**src/hdl/symbolic_mode_parser_defines.svh**
```systemverilog
// ----------------------------------------------------------------------------
// symbolic_mode_parser_defines
// Assertion macros for the mode parser.
// ----------------------------------------------------------------------------
`ifndef SYMBOLIC_MODE_PARSER_DEFINES_SVH
`define SYMBOLIC_MODE_PARSER_DEFINES_SVH

`ifndef ASSERT_OFF
// condition must hold whenever the antecedent holds
`define SMP_ASSERT_IMPLY(label, clk, rst, ante, cons) \
  label: assert property (@(posedge clk) disable iff (rst) (ante) |-> (cons)) \
    else $error("mode parser check failed");
// condition must hold in the cycle after the antecedent
`define SMP_ASSERT_NEXT(label, clk, rst, ante, cons) \
  label: assert property (@(posedge clk) disable iff (rst) (ante) |=> (cons)) \
    else $error("mode parser check failed");
`else
`define SMP_ASSERT_IMPLY(label, clk, rst, ante, cons)
`define SMP_ASSERT_NEXT(label, clk, rst, ante, cons)
`endif

`endif

```
**src/hdl/smp_pkg.sv**
```systemverilog
// ----------------------------------------------------------------------------
// smp_pkg
// Widths, character codes and mode bit constants for the mode parser.
// ----------------------------------------------------------------------------
package smp_pkg;

  localparam int CharW = 8;
  localparam int ModeW = 12;
  localparam int MaskW = 9;

  localparam logic [MaskW-1:0] MaskReset = 9'o022;

  // who letter masks
  localparam logic [ModeW-1:0] WhoU   = 12'o5700;
  localparam logic [ModeW-1:0] WhoG   = 12'o2070;
  localparam logic [ModeW-1:0] WhoO   = 12'o0007;
  localparam logic [ModeW-1:0] WhoAll = 12'o1777;

  // permission letter bits
  localparam logic [ModeW-1:0] PermR = 12'o0444;
  localparam logic [ModeW-1:0] PermW = 12'o0222;
  localparam logic [ModeW-1:0] PermX = 12'o0111;
  localparam logic [ModeW-1:0] PermS = 12'o6000;
  localparam logic [ModeW-1:0] PermT = 12'o1000;

  // character codes
  localparam logic [CharW-1:0] ChU     = 8'h75;
  localparam logic [CharW-1:0] ChG     = 8'h67;
  localparam logic [CharW-1:0] ChO     = 8'h6f;
  localparam logic [CharW-1:0] ChA     = 8'h61;
  localparam logic [CharW-1:0] ChR     = 8'h72;
  localparam logic [CharW-1:0] ChW     = 8'h77;
  localparam logic [CharW-1:0] ChX     = 8'h78;
  localparam logic [CharW-1:0] ChS     = 8'h73;
  localparam logic [CharW-1:0] ChT     = 8'h74;
  localparam logic [CharW-1:0] ChPlus  = 8'h2b;
  localparam logic [CharW-1:0] ChMinus = 8'h2d;
  localparam logic [CharW-1:0] ChEq    = 8'h3d;
  localparam logic [CharW-1:0] ChComma = 8'h2c;
  localparam logic [CharW-1:0] ChZero  = 8'h30;
  localparam logic [CharW-1:0] ChSeven = 8'h37;

  // pending operator codes
  typedef enum logic [1:0] {
    OP_NONE = 2'd0,
    OP_ADD  = 2'd1,
    OP_SUB  = 2'd2,
    OP_SET  = 2'd3
  } op_t;

  // parse phase, one-hot
  typedef enum logic [5:0] {
    PH_START  = 6'b000001,
    PH_OCTAL  = 6'b000010,
    PH_WHO    = 6'b000100,
    PH_OPNEW  = 6'b001000,
    PH_PERM   = 6'b010000,
    PH_COPIED = 6'b100000
  } phase_t;

endpackage

```
**src/hdl/smp_ifs.sv**
```systemverilog
// ----------------------------------------------------------------------------
// smp_ifs
// Valid/ready channels for mode parser characters and results.
// ----------------------------------------------------------------------------
interface smp_char_if
  import smp_pkg::*;
();
  logic             valid;
  logic             ready;
  logic [CharW-1:0] ch;
  logic [ModeW-1:0] start_mode;
  logic             first;
  logic             last;

  modport source (output valid, ch, start_mode, first, last, input ready);
  modport sink (input valid, ch, start_mode, first, last, output ready);
endinterface

interface smp_result_if
  import smp_pkg::*;
();
  logic             valid;
  logic             ready;
  logic [ModeW-1:0] new_mode;
  logic             bad_mode;

  modport source (output valid, new_mode, bad_mode, input ready);
  modport sink (input valid, new_mode, bad_mode, output ready);
endinterface

```
**src/hdl/symbolic_mode_parser.sv**
```systemverilog
// ----------------------------------------------------------------------------
// symbolic_mode_parser
// Parses an octal or symbolic permission-mode string, one character per item,
// and gives the new 12-bit mode with an error flag after the last character.
//
//   channel   dir  payload                          notes
//   mode_in   in   ch, start_mode, first, last      one character per item
//   mode_out  out  new_mode, bad_mode               one item per last char
//   cfg       in   cfg_wr_en, cfg_wr_data (9 bits)  default umask
//
// One character is taken every cycle; its decode and mode update sit between
// the parse state registers and the result register. A result appears in the
// cycle after its last character. Reset (rst, synchronous) clears the parse
// state, empties the result register and sets the umask to 022 octal.
// Input stalls only while a result waits and mode_out is not ready.
// ----------------------------------------------------------------------------
`include "symbolic_mode_parser_defines.svh"

module symbolic_mode_parser
  import smp_pkg::*;
(
  input  logic             clk,
  input  logic             rst,
  input  logic             cfg_wr_en,
  input  logic [MaskW-1:0] cfg_wr_data,
  smp_char_if.sink         mode_in,
  smp_result_if.source     mode_out
);

  // parse state
  phase_t           phase;
  logic [ModeW-1:0] octal_value;
  logic [ModeW-1:0] work_mode;
  logic [ModeW-1:0] who_bits;
  op_t              pending_op;
  logic [ModeW-1:0] perm_bits;
  logic             error_seen;
  logic [MaskW-1:0] default_mask;

  phase_t           phase_next;
  logic [ModeW-1:0] octal_value_next;
  logic [ModeW-1:0] work_mode_next;
  logic [ModeW-1:0] who_bits_next;
  op_t              pending_op_next;
  logic [ModeW-1:0] perm_bits_next;
  logic             error_seen_next;

  // result register
  logic             out_valid;
  logic [ModeW-1:0] out_mode;
  logic             out_bad;
  logic [ModeW-1:0] res_mode;
  logic             res_bad;

  logic in_fire;
  logic out_fire;

  assign mode_in.ready = !out_valid || mode_out.ready;
  assign in_fire       = mode_in.valid && mode_in.ready;
  assign out_fire      = out_valid && mode_out.ready;

  assign mode_out.valid    = out_valid;
  assign mode_out.new_mode = out_mode;
  assign mode_out.bad_mode = out_bad;

  // apply the pending operator to a mode
  function automatic logic [ModeW-1:0] apply_op(
    input logic [ModeW-1:0] mode,
    input logic [ModeW-1:0] who,
    input logic [ModeW-1:0] perm,
    input op_t              op
  );
    logic [ModeW-1:0] b;
    logic [ModeW-1:0] r;
    b = perm & who;
    case (op)
      OP_ADD:  r = mode | b;
      OP_SUB:  r = mode & ~b;
      OP_SET:  r = (mode & ~who) | b;
      default: r = mode;
    endcase
    return r;
  endfunction

  // character decode and state update
  always_comb begin
    phase_t           sym_phase;
    op_t              op;
    logic [ModeW-1:0] who_lt;
    logic [ModeW-1:0] perm_lt;
    logic [2:0]       three;
    logic             digit;
    logic             copy_ch;

    // start of string
    if (mode_in.first) begin
      phase_next       = PH_START;
      octal_value_next = '0;
      work_mode_next   = mode_in.start_mode;
      who_bits_next    = '0;
      pending_op_next  = OP_NONE;
      perm_bits_next   = '0;
      error_seen_next  = 1'b0;
    end else begin
      phase_next       = phase;
      octal_value_next = octal_value;
      work_mode_next   = work_mode;
      who_bits_next    = who_bits;
      pending_op_next  = pending_op;
      perm_bits_next   = perm_bits;
      error_seen_next  = error_seen;
    end

    digit   = (mode_in.ch >= ChZero) && (mode_in.ch <= ChSeven);
    copy_ch = (mode_in.ch == ChU) || (mode_in.ch == ChG) || (mode_in.ch == ChO);

    case (mode_in.ch)
      ChPlus:  op = OP_ADD;
      ChMinus: op = OP_SUB;
      ChEq:    op = OP_SET;
      default: op = OP_NONE;
    endcase

    case (mode_in.ch)
      ChU:     who_lt = WhoU;
      ChG:     who_lt = WhoG;
      ChO:     who_lt = WhoO;
      ChA:     who_lt = WhoAll;
      default: who_lt = '0;
    endcase

    case (mode_in.ch)
      ChR:     perm_lt = PermR;
      ChW:     perm_lt = PermW;
      ChX:     perm_lt = PermX;
      ChS:     perm_lt = PermS;
      ChT:     perm_lt = PermT;
      default: perm_lt = '0;
    endcase

    case (mode_in.ch)
      ChU:     three = work_mode_next[8:6];
      ChG:     three = work_mode_next[5:3];
      default: three = work_mode_next[2:0];
    endcase

    sym_phase = (phase_next == PH_START) ? PH_WHO : phase_next;

    if (!error_seen_next) begin
      if ((phase_next == PH_START) && digit) begin
        // octal string begins
        octal_value_next = {{(ModeW-3){1'b0}}, mode_in.ch[2:0]};
        phase_next       = PH_OCTAL;
      end else if (phase_next == PH_OCTAL) begin
        if (digit) begin
          octal_value_next = {octal_value_next[ModeW-4:0], mode_in.ch[2:0]};
        end else begin
          error_seen_next = 1'b1;
        end
      end else if (sym_phase == PH_WHO) begin
        // who letters of a clause, then the operator or comma after them
        phase_next = PH_WHO;
        if (who_lt != '0) begin
          who_bits_next = who_bits_next | who_lt;
        end else if (op != OP_NONE) begin
          if (who_bits_next == '0) begin
            who_bits_next = WhoAll & ~{{(ModeW-MaskW){1'b0}}, default_mask};
          end
          pending_op_next = op;
          perm_bits_next  = '0;
          phase_next      = PH_OPNEW;
        end else if (mode_in.ch == ChComma) begin
          who_bits_next   = '0;
          pending_op_next = OP_NONE;
          perm_bits_next  = '0;
        end else begin
          error_seen_next = 1'b1;
        end
      end else begin
        // operator, permission or copy letters, or a comma
        if (op != OP_NONE) begin
          work_mode_next = apply_op(work_mode_next, who_bits_next, perm_bits_next,
                                    pending_op_next);
          if (who_bits_next == '0) begin
            who_bits_next = WhoAll & ~{{(ModeW-MaskW){1'b0}}, default_mask};
          end
          pending_op_next = op;
          perm_bits_next  = '0;
          phase_next      = PH_OPNEW;
        end else if (mode_in.ch == ChComma) begin
          work_mode_next = apply_op(work_mode_next, who_bits_next, perm_bits_next,
                                    pending_op_next);
          who_bits_next   = '0;
          pending_op_next = OP_NONE;
          perm_bits_next  = '0;
          phase_next      = PH_WHO;
        end else if ((sym_phase == PH_OPNEW) && copy_ch) begin
          perm_bits_next = {3'b000, three, three, three};
          phase_next     = PH_COPIED;
        end else if ((sym_phase != PH_COPIED) && (perm_lt != '0)) begin
          perm_bits_next = perm_bits_next | perm_lt;
          phase_next     = PH_PERM;
        end else begin
          error_seen_next = 1'b1;
        end
      end
    end

    // result of a finished string
    if (error_seen_next) begin
      res_mode = '0;
      res_bad  = 1'b1;
    end else if ((phase_next == PH_START) || (phase_next == PH_OCTAL)) begin
      res_mode = octal_value_next;
      res_bad  = 1'b0;
    end else if (phase_next != PH_WHO) begin
      res_mode = apply_op(work_mode_next, who_bits_next, perm_bits_next,
                          pending_op_next);
      res_bad  = 1'b0;
    end else begin
      res_mode = work_mode_next;
      res_bad  = 1'b0;
    end

    // clear after the last character
    if (mode_in.last) begin
      phase_next       = PH_START;
      octal_value_next = '0;
      work_mode_next   = '0;
      who_bits_next    = '0;
      pending_op_next  = OP_NONE;
      perm_bits_next   = '0;
      error_seen_next  = 1'b0;
    end
  end

  // parse state registers
  always_ff @(posedge clk) begin
    if (rst) begin
      phase       <= PH_START;
      octal_value <= '0;
      work_mode   <= '0;
      who_bits    <= '0;
      pending_op  <= OP_NONE;
      perm_bits   <= '0;
      error_seen  <= 1'b0;
    end else if (in_fire) begin
      phase       <= phase_next;
      octal_value <= octal_value_next;
      work_mode   <= work_mode_next;
      who_bits    <= who_bits_next;
      pending_op  <= pending_op_next;
      perm_bits   <= perm_bits_next;
      error_seen  <= error_seen_next;
    end
  end

  // umask register
  always_ff @(posedge clk) begin
    if (rst) begin
      default_mask <= MaskReset;
    end else if (cfg_wr_en) begin
      default_mask <= cfg_wr_data;
    end
  end

  // result register
  always_ff @(posedge clk) begin
    if (rst) begin
      out_valid <= 1'b0;
    end else if (in_fire && mode_in.last) begin
      out_valid <= 1'b1;
    end else if (out_fire) begin
      out_valid <= 1'b0;
    end
  end

  always_ff @(posedge clk) begin
    if (in_fire && mode_in.last) begin
      out_mode <= res_mode;
      out_bad  <= res_bad;
    end
  end

  // checks
  `SMP_ASSERT_IMPLY(a_phase_onehot, clk, rst, 1'b1, $onehot(phase))
  `SMP_ASSERT_IMPLY(a_bad_zero_mode, clk, rst, out_valid && out_bad, out_mode == '0)
  `SMP_ASSERT_NEXT(a_last_gives_result, clk, rst, in_fire && mode_in.last, out_valid)
  `SMP_ASSERT_NEXT(a_last_clears, clk, rst, in_fire && mode_in.last,
    (phase == PH_START) && !error_seen && (work_mode == '0))

endmodule
```
**src/flat_wrapper.sv**
```systemverilog
// flat-port wrapper written by rule: the top's interface ports become plain ports
module symbolic_mode_parser_flat import smp_pkg::*;
  (clk, rst, cfg_wr_en, cfg_wr_data, mode_in_valid, mode_in_ch, mode_in_start_mode, mode_in_first, mode_in_last, mode_in_ready, mode_out_valid, mode_out_new_mode, mode_out_bad_mode, mode_out_ready);
  smp_char_if mode_in_i ();
  smp_result_if mode_out_i ();
  input  logic clk;
  input  logic rst;
  input  logic cfg_wr_en;
  input  logic [MaskW-1:0] cfg_wr_data;
  input wire logic [$bits(mode_in_i.valid)-1:0] mode_in_valid;
  input wire logic [$bits(mode_in_i.ch)-1:0] mode_in_ch;
  input wire logic [$bits(mode_in_i.start_mode)-1:0] mode_in_start_mode;
  input wire logic [$bits(mode_in_i.first)-1:0] mode_in_first;
  input wire logic [$bits(mode_in_i.last)-1:0] mode_in_last;
  output wire logic [$bits(mode_in_i.ready)-1:0] mode_in_ready;
  output wire logic [$bits(mode_out_i.valid)-1:0] mode_out_valid;
  output wire logic [$bits(mode_out_i.new_mode)-1:0] mode_out_new_mode;
  output wire logic [$bits(mode_out_i.bad_mode)-1:0] mode_out_bad_mode;
  input wire logic [$bits(mode_out_i.ready)-1:0] mode_out_ready;
  assign mode_in_i.valid = mode_in_valid;
  assign mode_in_i.ch = mode_in_ch;
  assign mode_in_i.start_mode = mode_in_start_mode;
  assign mode_in_i.first = mode_in_first;
  assign mode_in_i.last = mode_in_last;
  assign mode_in_ready = mode_in_i.ready;
  assign mode_out_valid = mode_out_i.valid;
  assign mode_out_new_mode = mode_out_i.new_mode;
  assign mode_out_bad_mode = mode_out_i.bad_mode;
  assign mode_out_i.ready = mode_out_ready;
  symbolic_mode_parser u_core (.clk(clk), .rst(rst), .cfg_wr_en(cfg_wr_en), .cfg_wr_data(cfg_wr_data), .mode_in(mode_in_i), .mode_out(mode_out_i));
endmodule
```
**config.mk**
```make
export PLATFORM = sky130hd
export DESIGN_NAME = symbolic_mode_parser_flat
export DESIGN_NICKNAME = d
export VERILOG_FILES = /design/src/hdl/smp_pkg.sv /design/src/hdl/smp_ifs.sv /design/src/hdl/symbolic_mode_parser.sv /design/src/flat_wrapper.sv
export VERILOG_INCLUDE_DIRS = /design/src /design/src/hdl
export SDC_FILE = /design/constraint.sdc
export NUM_CORES = 1
export LEC_CHECK = 0
export BUFFER_PORTS_ARGS = -buffer_cell sky130_fd_sc_hd__buf_4
export CAP_MARGIN = 25
export CORE_AREA = 4 4 126 128
export CTS_CLUSTER_DIAMETER = 150
export DETAILED_ROUTE_END_ITERATION = 7
export DIE_AREA = 0 0 130 132
export PLACE_DENSITY_LB_ADDON = 0.2
export SKIP_CTS_REPAIR_TIMING = 1
export SLEW_MARGIN = 10
export SYNTH_ARGS = -nofsm -noshare
export SYNTH_HDL_FRONTEND = slang
export SYNTH_SLANG_ARGS = --single-unit
```
**constraint.sdc**
```tcl
create_clock -name clk -period 3.9 [get_ports clk]
set_input_delay 0.78 -clock clk [delete_from_list [all_inputs] [get_ports clk]]
set_output_delay 0.78 -clock clk [all_outputs]
set_load 0.03 [all_outputs]
```
==> impl_metrics.json, run 1 <==
{
  "hpwl_mm": 15.26,
  "synth_fp_nets": 715,
  "synth_top_flop_cell": "dfxtp_1",
  "stdcell_count": 925,
  "postRouteAntennaNets": 0,
  "maxSlewHeadroom": 0.4944,
  "synth-edff-count": 13,
  "clock_skew_ps": 10.71,
  "synth_area_mm2": 0.005482,
  "cts_buffers": 9,
  "min_path_type": "flip-flop to flip-flop",
  "critPathRequiredTime_ps": 3980,
  "clk_pin_slew_ps": 60,
  "finalCritPeriodShare": 0.8868,
  "finalSetupTns_ps": 0,
  "vias": 5751,
  "whs_path_depth": 2,
  "synth_area_per_cell_um2": 8.073,
  "grt_pass1_wl_mm": 31.91,
  "coreArea_mm2": 0.01486,
  "place.gp.congestion": 0.9473,
  "drv_cap": 0,
  "syn_to_final_growth_pct": 18.15,
  "path_class": "input pin to flip-flop",
  "grt_usage": 0.2423,
  "leakage_uw": 0.002246,
  "powerDensity_mw_per_mm2": 316.7,
  "worst_slew_pin_slew_ps": 757.3,
  "max_stage_delay_ps": 450,
  "io_pins": 51,
  "r2r-end": "u_core.mode_out.new_mode[4]",
  "start_util": 0.3688,
  "die_y_um": 132,
  "crit_chain": "buf_4, or3_1, a211o_1, a21oi_2, buf_4, o211ai_1, a22oi_1, o21ai_0, o31ai_1, a311oi_1",
  "setup_viol": 0,
  "hold_violations": 0,
  "cp-start-kind": "input pin",
  "critPathSlowestCell": "a22oi_1",
  "place_inst": 909,
  "yosysUniqueCellTypes": 90,
  "wl_mm": 20.61,
  "die_w_um": 130,
  "path_buf_inv": 2,
  "syn_inst": 679,
  "fmax_mhz": 289.1,
  "wl_per_cell_um": 22.28,
  "post_drt_via_cell_ratio": 6.217,
  "whs_endpoint": "u_core.perm_bits[6]",
  "layout-drive-gt1-share": 0.2022,
  "diodes": 0,
  "synth-seq-cells": 80,
  "fin_area_mm2": 0.006476,
  "grt_overflow_total": 0,
  "num_rows": 45,
  "worst_ep_arrival_time_ps": 3540,
  "cp-end-kind": "flip-flop",
  "drt-pass1-iter-count": 6,
  "h-tree-depth": 3,
  "drc": 0,
  "grt_max_degree": 68,
  "min_from": "u_core.perm_bits[6]",
  "yosysSeqAreaShare": 0.3159,
  "status": "completed",
  "cts_root_buffer": "clkbuf_16",
  "nFillCells": 1554,
  "cpMostUsedCell": "buf_4",
  "rsz0062_at_grt": "no",
  "yosysWarnings": 0,
  "die_area_mm2": 0.01716,
  "async_flop_share": 0,
  "cts.sinks": 80,
  "placed_area_mm2": 0.006186,
  "r2r_slack_ps": 570,
  "crit_family": "compound AO/OA/AOI/OAI gates",
  "critPathMaxFanout": 23,
  "finalCriticalPeriod_ps": 3458,
  "grt_pass1_vias": 5398,
  "slew_violations": 0,
  "nets": 768,
  "antenna_found_initial": 0,
  "clkLatencyLatePin_ps": 360,
  "irDropWorstVdd_mv": 0.1798,
  "rr_startpoint": "u_core.phase[0]",
  "reg2reg_depth": 8,
  "io_buffers": 50,
  "cts_tree": "built",
  "drt_iter0_drc": 545,
  "clock_path_buffers": 2
}
## synth_stat cells, types with 11 or more instances
| cell | number | area (µm²) |
|---|---|---|
| nor2_1 | 105 | 394.1 |
| o22ai_1 | 12 | 75.07 |
| a22oi_1 | 58 | 435.4 |
| a21oi_1 | 29 | 145.1 |
| clkbuf_1 | 33 | 123.9 |
| o21ai_0 | 46 | 230.2 |
| edfxtp_1 | 13 | 390.4 |
| o21ai_1 | 11 | 55.05 |
| nand3_1 | 12 | 60.06 |
| dfxtp_1 | 67 | 1341 |
| mux2i_1 | 11 | 110.1 |
| nand2_1 | 55 | 206.5 |
| a311oi_1 | 11 | 96.34 |
| nand2b_1 | 12 | 75.07 |
## final cells by class
| type | count | area [µm²] | share of cell area |
|---|---|---|---|
| Multi-Input combinational cell | 543 | 3505 | 0.5412 |
| Clock inverter | 5 | 36.28 | 0.005603 |
| Sequential cell | 80 | 1732 | 0.2674 |
| Inverter | 9 | 33.78 | 0.005216 |
| Clock buffer | 11 | 254.0 | 0.03922 |
| Timing Repair Buffer | 89 | 680.7 | 0.1051 |
| Tap cell | 188 | 235.2 | 0.03632 |
## through the flow
stage | setup WS (ps) | util | hold slack, ps | power (µW)
floorplan | 876.2 | - | 449.8 | 1092
global placement | 140.9 | 0.4162 | 475.7 | 1211
detailed placement | 186.4 | 0.4162 | 469.3 | 1216
CTS | 554.9 | 0.4357 | 478.4 | 2067
global route | 293.5 | 0.4357 | 528.1 | 2131
finish | 441.6 | 0.4357 | 489.7 | 2051
## tightest hold or removal path: cells and delay by family, from the launching register on
family / cells / cell delay, ps
simple gates: 1 / 60
compound gates: 1 / 60
flops: 1 / 330
## worst max path at each step
stage,start,endpoint,slack (ps),depth (start not counted)
2_1_floorplan,mode_in_ch[1],u_core.mode_out.new_mode[6],880,10
3_3_place_gp,mode_in_ch[1],u_core.mode_out.new_mode[6],140,10
3_5_place_dp,mode_in_ch[1],u_core.mode_out.new_mode[6],190,10
4_1_cts,mode_in_ch[1],u_core.mode_out.new_mode[6],550,10
5_1_grt,u_core.phase[0],u_core.mode_out.new_mode[1],290,9
6_report,mode_in_ch[1],u_core.mode_out.new_mode[6],440,10
## cell families (layout without fill, tap and decap cells)
family	count (synthesis)	after routing	synth area share
AND/OR/NAND/NOR	261	261	0.2422
AO/OA/AOI/OAI	259	259	0.3533
flip-flops	80	80	0.3159
buffers and inverters	56	114	0.04656
multiplexers	17	17	0.03241
XOR/XNOR	6	6	0.009587
## layer usage
metal  up-vias  share of wire  global-route usage  wire [µm]
met5         -              0                   0          0
met4         0          0.051              0.1288       1045
met2       238           0.44              0.3530       9053
met1      2768           0.43              0.3402       8921
met3        53          0.077             0.03971       1590
li1       2692              -                   -          -
## cell usage in the layout, fill, tap and decap left out, drive strengths merged, types with 13 or more instances in the layout
cell type,count
edfxtp,13
nor2,105
o22ai,14
a21oi,30
o21ai,61
a22oi,58
buf,89
dfxtp,67
nand2,55
## registers in the layout, summed over array words and instances, names as in the netlist
signal,count
u_core.error_seen,1
u_core.mode_out.new_mode,12
u_core.work_mode,12
u_core.who_bits,12
u_core.mode_out.bad_mode,1
u_core.phase,6
u_core.octal_value,12
u_core.pending_op,2
u_core.perm_bits,12
u_core.default_mask,9
u_core.mode_out.valid,1
## power breakdown
part           switching (µW)  leakage, µW  internal, µW
logic                     205      0.00144           122
clock network             376     0.000145           474
registers                15.4     0.000658           858
No activity file was read; power rests on OpenSTA's default activity.
==> run 2, diff against run 1 <==
CELL_PAD_IN_SITES_DETAIL_PLACEMENT = 0   (was default)
CELL_PAD_IN_SITES_GLOBAL_PLACEMENT = 1   (was default)
SKIP_CTS_REPAIR_TIMING = default   (was 1)
==> run 2 against run 1 <==
Against the previous run:
- clock power decreased by 6.8%
- flip-flop and latch count unchanged
- cell count decreased by 1.4%
- largest power group unchanged
- critical path type unchanged
- via count increased by 0.10%
- setup slack improved by 12 ps
- final area decreased by 2.1%
- first-iteration DRC count increased by 39%
- non-clock buffer count decreased by 13
- utilization decreased by 0.91 points
- sequential power about the same
- die area unchanged
- critical endpoint is now u_core.mode_out.new_mode[7]
==> impl_metrics.json, run 2 (synthesized netlist as in run 1, its figures left out) <==
{
  "status": "completed",
  "fmax_mhz": 290.2,
  "postRouteAntennaNets": 0,
  "powerDensity_mw_per_mm2": 313.4,
  "cts_root_buffer": "clkbuf_16",
  "slew_violations": 0,
  "leakage_uw": 0.002163,
  "r2r-end": "u_core.mode_out.new_mode[7]",
  "rr_startpoint": "u_core.phase[0]",
  "clk_pin_slew_ps": 70,
  "hpwl_mm": 15.37,
  "r2r_slack_ps": 730,
  "worst_ep_arrival_time_ps": 3570,
  "finalCritPeriodShare": 0.8837,
  "start_util": 0.3688,
  "max_stage_delay_ps": 550,
  "vias": 5757,
  "final_util": 0.4266,
  "hold_violations": 0,
  "critPathSlowestCell": "or4b_4",
  "antenna_found_initial": 0,
  "cp-start-kind": "input pin",
  "drc": 0,
  "finalSetupTns_ps": 0,
  "die_area_mm2": 0.01716,
  "diodes": 0,
  "cts.sinks": 80,
  "clock_skew_ps": 11.77,
  "wl_mm": 20.90,
  "syn_to_final_growth_pct": 15.68,
  "clock_path_buffers": 2,
  "post_drt_via_cell_ratio": 6.313,
  "drv_cap": 0,
  "grt_pass1_vias": 5441,
  "die_w_um": 130,
  "crit_end": "u_core.mode_out.new_mode[7]",
  "place.gp.congestion": 0.9975,
  "fin_ws_ps": 453.7,
  "cp-end-kind": "flip-flop",
  "finalCriticalPeriod_ps": 3446,
  "cts_resized": 0,
  "layout-drive-gt1-share": 0.1851,
  "min_path_type": "flip-flop to flip-flop",
  "grt_usage": 0.2466,
  "worst_slew_pin_slew_ps": 852.7,
  "die_y_um": 132,
  "num_rows": 45,
  "path_buf_inv": 1,
  "maxSlewHeadroom": 0.4302,
  "cts_setup_buffers": 0,
  "ctsHoldBuffers": 0,
  "io_buffers": 50,
  "rsz0062_at_grt": "no",
  "cts_tree": "built",
  "drt_iter0_drc": 757,
  "final_cell_mix": "nor2_1 (104), buf_4 (76), dfxtp_1 (67)",
  "crit_chain": "buf_4, or4b_4, a31oi_4, or3_1, o211ai_4, o21bai_4, o21ai_4, o31ai_1, a311oi_1",
  "path_class": "input pin to flip-flop",
  "critPathMaxFanout": 23,
  "wl_per_cell_um": 22.92,
  "crit_family": "compound AO/OA/AOI/OAI gates",
  "grt_overflow_total": 0,
  "io_pins": 51,
  "clkLatencyLatePin_ps": 350,
  "grt_max_degree": 68,
  "critical_path.startpoint": "mode_in_ch[2]",
  "setup_viol": 0,
  "drt-pass1-iter-count": 5,
  "critPathRequiredTime_ps": 4020,
  "h-tree-depth": 3,
  "irDropWorstVdd_mv": 0.2090,
  "layout_commonest_cell": "nor2_1",
  "dp_slack_ps": 144.9,
  "nets": 755,
  "grt_pass1_wl_mm": 32.64,
  "cp.depth": 9,
  "reg2reg_depth": 8,
  "cts_buffers": 9,
  "coreArea_mm2": 0.01486
}
==> run 2: changes by cell type in the layout (fill, tap and decap cells not counted), sizes merged <==
cell / delta
buf: -13
clkbuf: +1
inv: +1
clkinvlp: +1
clkinv: -3
==> run 2: metal layers <==
layer | vias up | GRT usage | wire [µm]
met5 | - | 0 | 0
met1 | 2780 | 0.3531 | 9679
li1 | 2662 | - | -
met2 | 257 | 0.3559 | 9034
met4 | 0 | 0.1080 | 820
met3 | 58 | 0.04984 | 1366
==> run 2: area by class of cell <==
cell class | instances | area [µm²]
clock inverter | 4 | 28.78
sequential | 80 | 1732
fill | 1544 | 8523
clock buffer | 12 | 236.5
inverter | 9 | 33.78
timing repair buffer | 76 | 570.5
multi-input combinational | 543 | 3505
tap | 188 | 235.2
==> run 2: worst register-to-register path: cells and delay by family (launching register included) <==
| kind | cells | cell delay (ps) |
|---|---|---|
| flops | 1 | 590 |
| xor+xnor | 1 | 150 |
| compound gates | 5 | 1490 |
| simple gates | 2 | 730 |
==> run 2: power breakdown <==
group          internal [µW]  leakage [µW]  switching (µW)  total, µW
combinational            113       0.00138             208        321
sequential               858      0.000658            16.9        875
clock                    435      0.000128             356        792
total                   1410       0.00216             581       1990
==> run 2: worst min path at each step <==
stage | start | endpoint | slack (ps) | cells past startpoint
4_1_cts | u_core.perm_bits[3] | u_core.perm_bits[3] | 490 | 2
2_1_floorplan | u_core.perm_bits[6] | u_core.perm_bits[6] | 450 | 2
3_3_place_gp | u_core.perm_bits[3] | u_core.perm_bits[3] | 480 | 2
3_5_place_dp | u_core.perm_bits[3] | u_core.perm_bits[3] | 480 | 2
5_1_grt | u_core.perm_bits[3] | u_core.perm_bits[3] | 530 | 2
6_report | u_core.perm_bits[3] | u_core.perm_bits[3] | 490 | 2
==> run 2: metrics by stage <==
| step | power [µW] | instance area (µm²) | hold slack [ps] | cells |
|---|---|---|---|---|
| after floorplan | 1092 | 5482 | 449.8 | 679 |
| after global placement | 1207 | 6076 | 476.5 | 896 |
| after detailed placement | 1209 | 6076 | 480.9 | 896 |
| after CTS | 1993 | 6341 | 491.1 | 912 |
| after global routing | 2054 | 6341 | 531.6 | 912 |
| final | 1987 | 6341 | 491.5 | 912 |
==> run 3, diff against run 2 <==
BUFFER_PORTS_ARGS = -buffer_cell sky130_fd_sc_hd__buf_2   (was -buffer_cell sky130_fd_sc_hd__buf_4)
HOLD_SLACK_MARGIN = 0.03   (was default)
==> run 3 against run 2 <==
Against the previous run:
- largest cell class unchanged
- largest power group unchanged
- routed wire length shrank 1.3%
- via count shrank 1.5%
- non-clock buffer count is the same
==> impl_metrics.json, run 3 (synthesized netlist as in run 1, its figures left out) <==
{
  "cp-start-kind": "input pin",
  "dp_slack_ps": 120.3,
  "fin_area_mm2": 0.006241,
  "die_area_mm2": 0.01716,
  "cts_root_buffer": "clkbuf_16",
  "crit_chain": "buf_2, buf_4, nor4bb_1, o21ai_1, mux2_1, o31ai_2, a211o_1, o21ai_4, o31ai_1, a311oi_1",
  "nets": 755,
  "grt_overflow_total": 0,
  "hold_violations": 0,
  "h-tree-depth": 3,
  "io_pins": 51,
  "wl_mm": 20.62,
  "grt_pass1_wl_mm": 31.50,
  "die_y_um": 132,
  "finalSetupTns_ps": 0,
  "drt_iter0_drc": 654,
  "cp-end-kind": "flip-flop",
  "finalCritPeriodShare": 0.9103,
  "syn_to_final_growth_pct": 13.86,
  "cts_resized": 0,
  "grt_usage": 0.2377,
  "num_rows": 45,
  "worst_ep_arrival_time_ps": 3580,
  "final_cell_mix": "nor2_1 (104), dfxtp_1 (67), a22oi_1 (58)",
  "diodes": 0,
  "clk_pin_slew_ps": 60,
  "rsz0062_at_grt": "no",
  "coreArea_mm2": 0.01486,
  "post_drt_via_cell_ratio": 6.215,
  "cts_buffers": 9,
  "placed_area_mm2": 0.005963,
  "path_class": "input pin to flip-flop",
  "cts_setup_buffers": 0,
  "slew_violations": 0,
  "maxSlewHeadroom": 0.3547,
  "crit_family": "compound AO/OA/AOI/OAI gates",
  "max_stage_delay_ps": 580,
  "hold_ws_ps": 485.0,
  "hpwl_mm": 15.37,
  "setup_viol": 0,
  "drv_cap": 0,
  "ctsHoldBuffers": 0,
  "critPathSlowestCell": "o31ai_1",
  "start_util": 0.3688,
  "vias": 5668,
  "clock_skew_ps": 10.49,
  "layout_commonest_cell": "nor2_1",
  "drt-pass1-iter-count": 5,
  "cts.sinks": 80,
  "grt_pass1_vias": 5319,
  "leakage_uw": 0.002118,
  "worst_slew_pin_slew_ps": 967.8,
  "io_buffers": 50,
  "min_path_type": "flip-flop to flip-flop",
  "irDropWorstVdd_mv": 0.2093,
  "wl_per_cell_um": 22.61,
  "powerDensity_mw_per_mm2": 319.3,
  "fmax_mhz": 281.7,
  "postRouteAntennaNets": 0,
  "multiInputGateArea_mm2": 0.003505,
  "layout-drive-gt1-share": 0.1865,
  "critPathRequiredTime_ps": 3930,
  "cts_tree": "built",
  "fin_ws_ps": 349.8,
  "clkLatencyLatePin_ps": 350,
  "antenna_found_initial": 0,
  "critPathMaxFanout": 14,
  "place.gp.congestion": 0.9171,
  "final_util": 0.4199,
  "nFillCells": 1586,
  "die_w_um": 130,
  "grt_max_degree": 53,
  "path_buf_inv": 2,
  "finalCriticalPeriod_ps": 3550,
  "seq_area_mm2": 0.001732,
  "clock_path_buffers": 2,
  "drc": 0,
  "status": "completed"
}
-- run 3: changes by cell type in the layout (fill, tap and decap cells not counted), sizes merged --
cell / delta
clkinvlp: +2
inv: -2
-- run 3: metrics by stage --
stage               cells  total power [µW]
floorplan             679              1092
CTS                   912              2010
finish                912              1993
detailed placement    896              1197
global route          912              2067
global placement      896              1194
-- run 3: final timing paths --
kind / start / end / slack (ps) / cells past startpoint
worst max-delay path: mode_in_ch[0] / u_core.mode_out.new_mode[7] / 350 / 10
worst min-delay path: u_core.perm_bits[5] / u_core.perm_bits[5] / 480 / 2
worst max register to register: u_core.phase[0] / u_core.mode_out.new_mode[7] / 460 / 7
worst min register to register: u_core.perm_bits[5] / u_core.perm_bits[5] / 480 / 2
-- run 3: cell type report --
type                       instances  share of cell area
tap                              188             0.03769
inverter                           9            0.005413
multi-input combinational        543              0.5615
clock inverter                     4            0.005012
sequential                        80              0.2775
timing repair buffer              76             0.07338
clock buffer                      12             0.03949
-- run 3: per-layer routing --
layer  routed length (µm)  GRT usage  share of wire  up-vias
li1                     -          -              -     2662
met1                 9334     0.3353           0.45     2704
met2                 9204     0.3596           0.45      255
met3                 1326    0.04498          0.064       47
met4                  756    0.08776          0.037        0
met5                    0          0              0        -
-- run 3: worst register-to-register path, stage by stage, from the launching register on --
cell and delay, ps:
dfxtp_1 620, xor2_1 150, a21oi_1 420, a21oi_2 210, o41ai_2 690, o21ai_4 250
o31ai_1 590, a311oi_1 210
-- run 3: where the power goes --
| part | switching (µW) | internal [µW] | leakage (µW) |
|---|---|---|---|
| combinational | 208 | 101 | 0.00133 |
| sequential | 15.0 | 858 | 0.000658 |
| clock | 359 | 452 | 0.000125 |
| total | 582 | 1410 | 0.00212 |
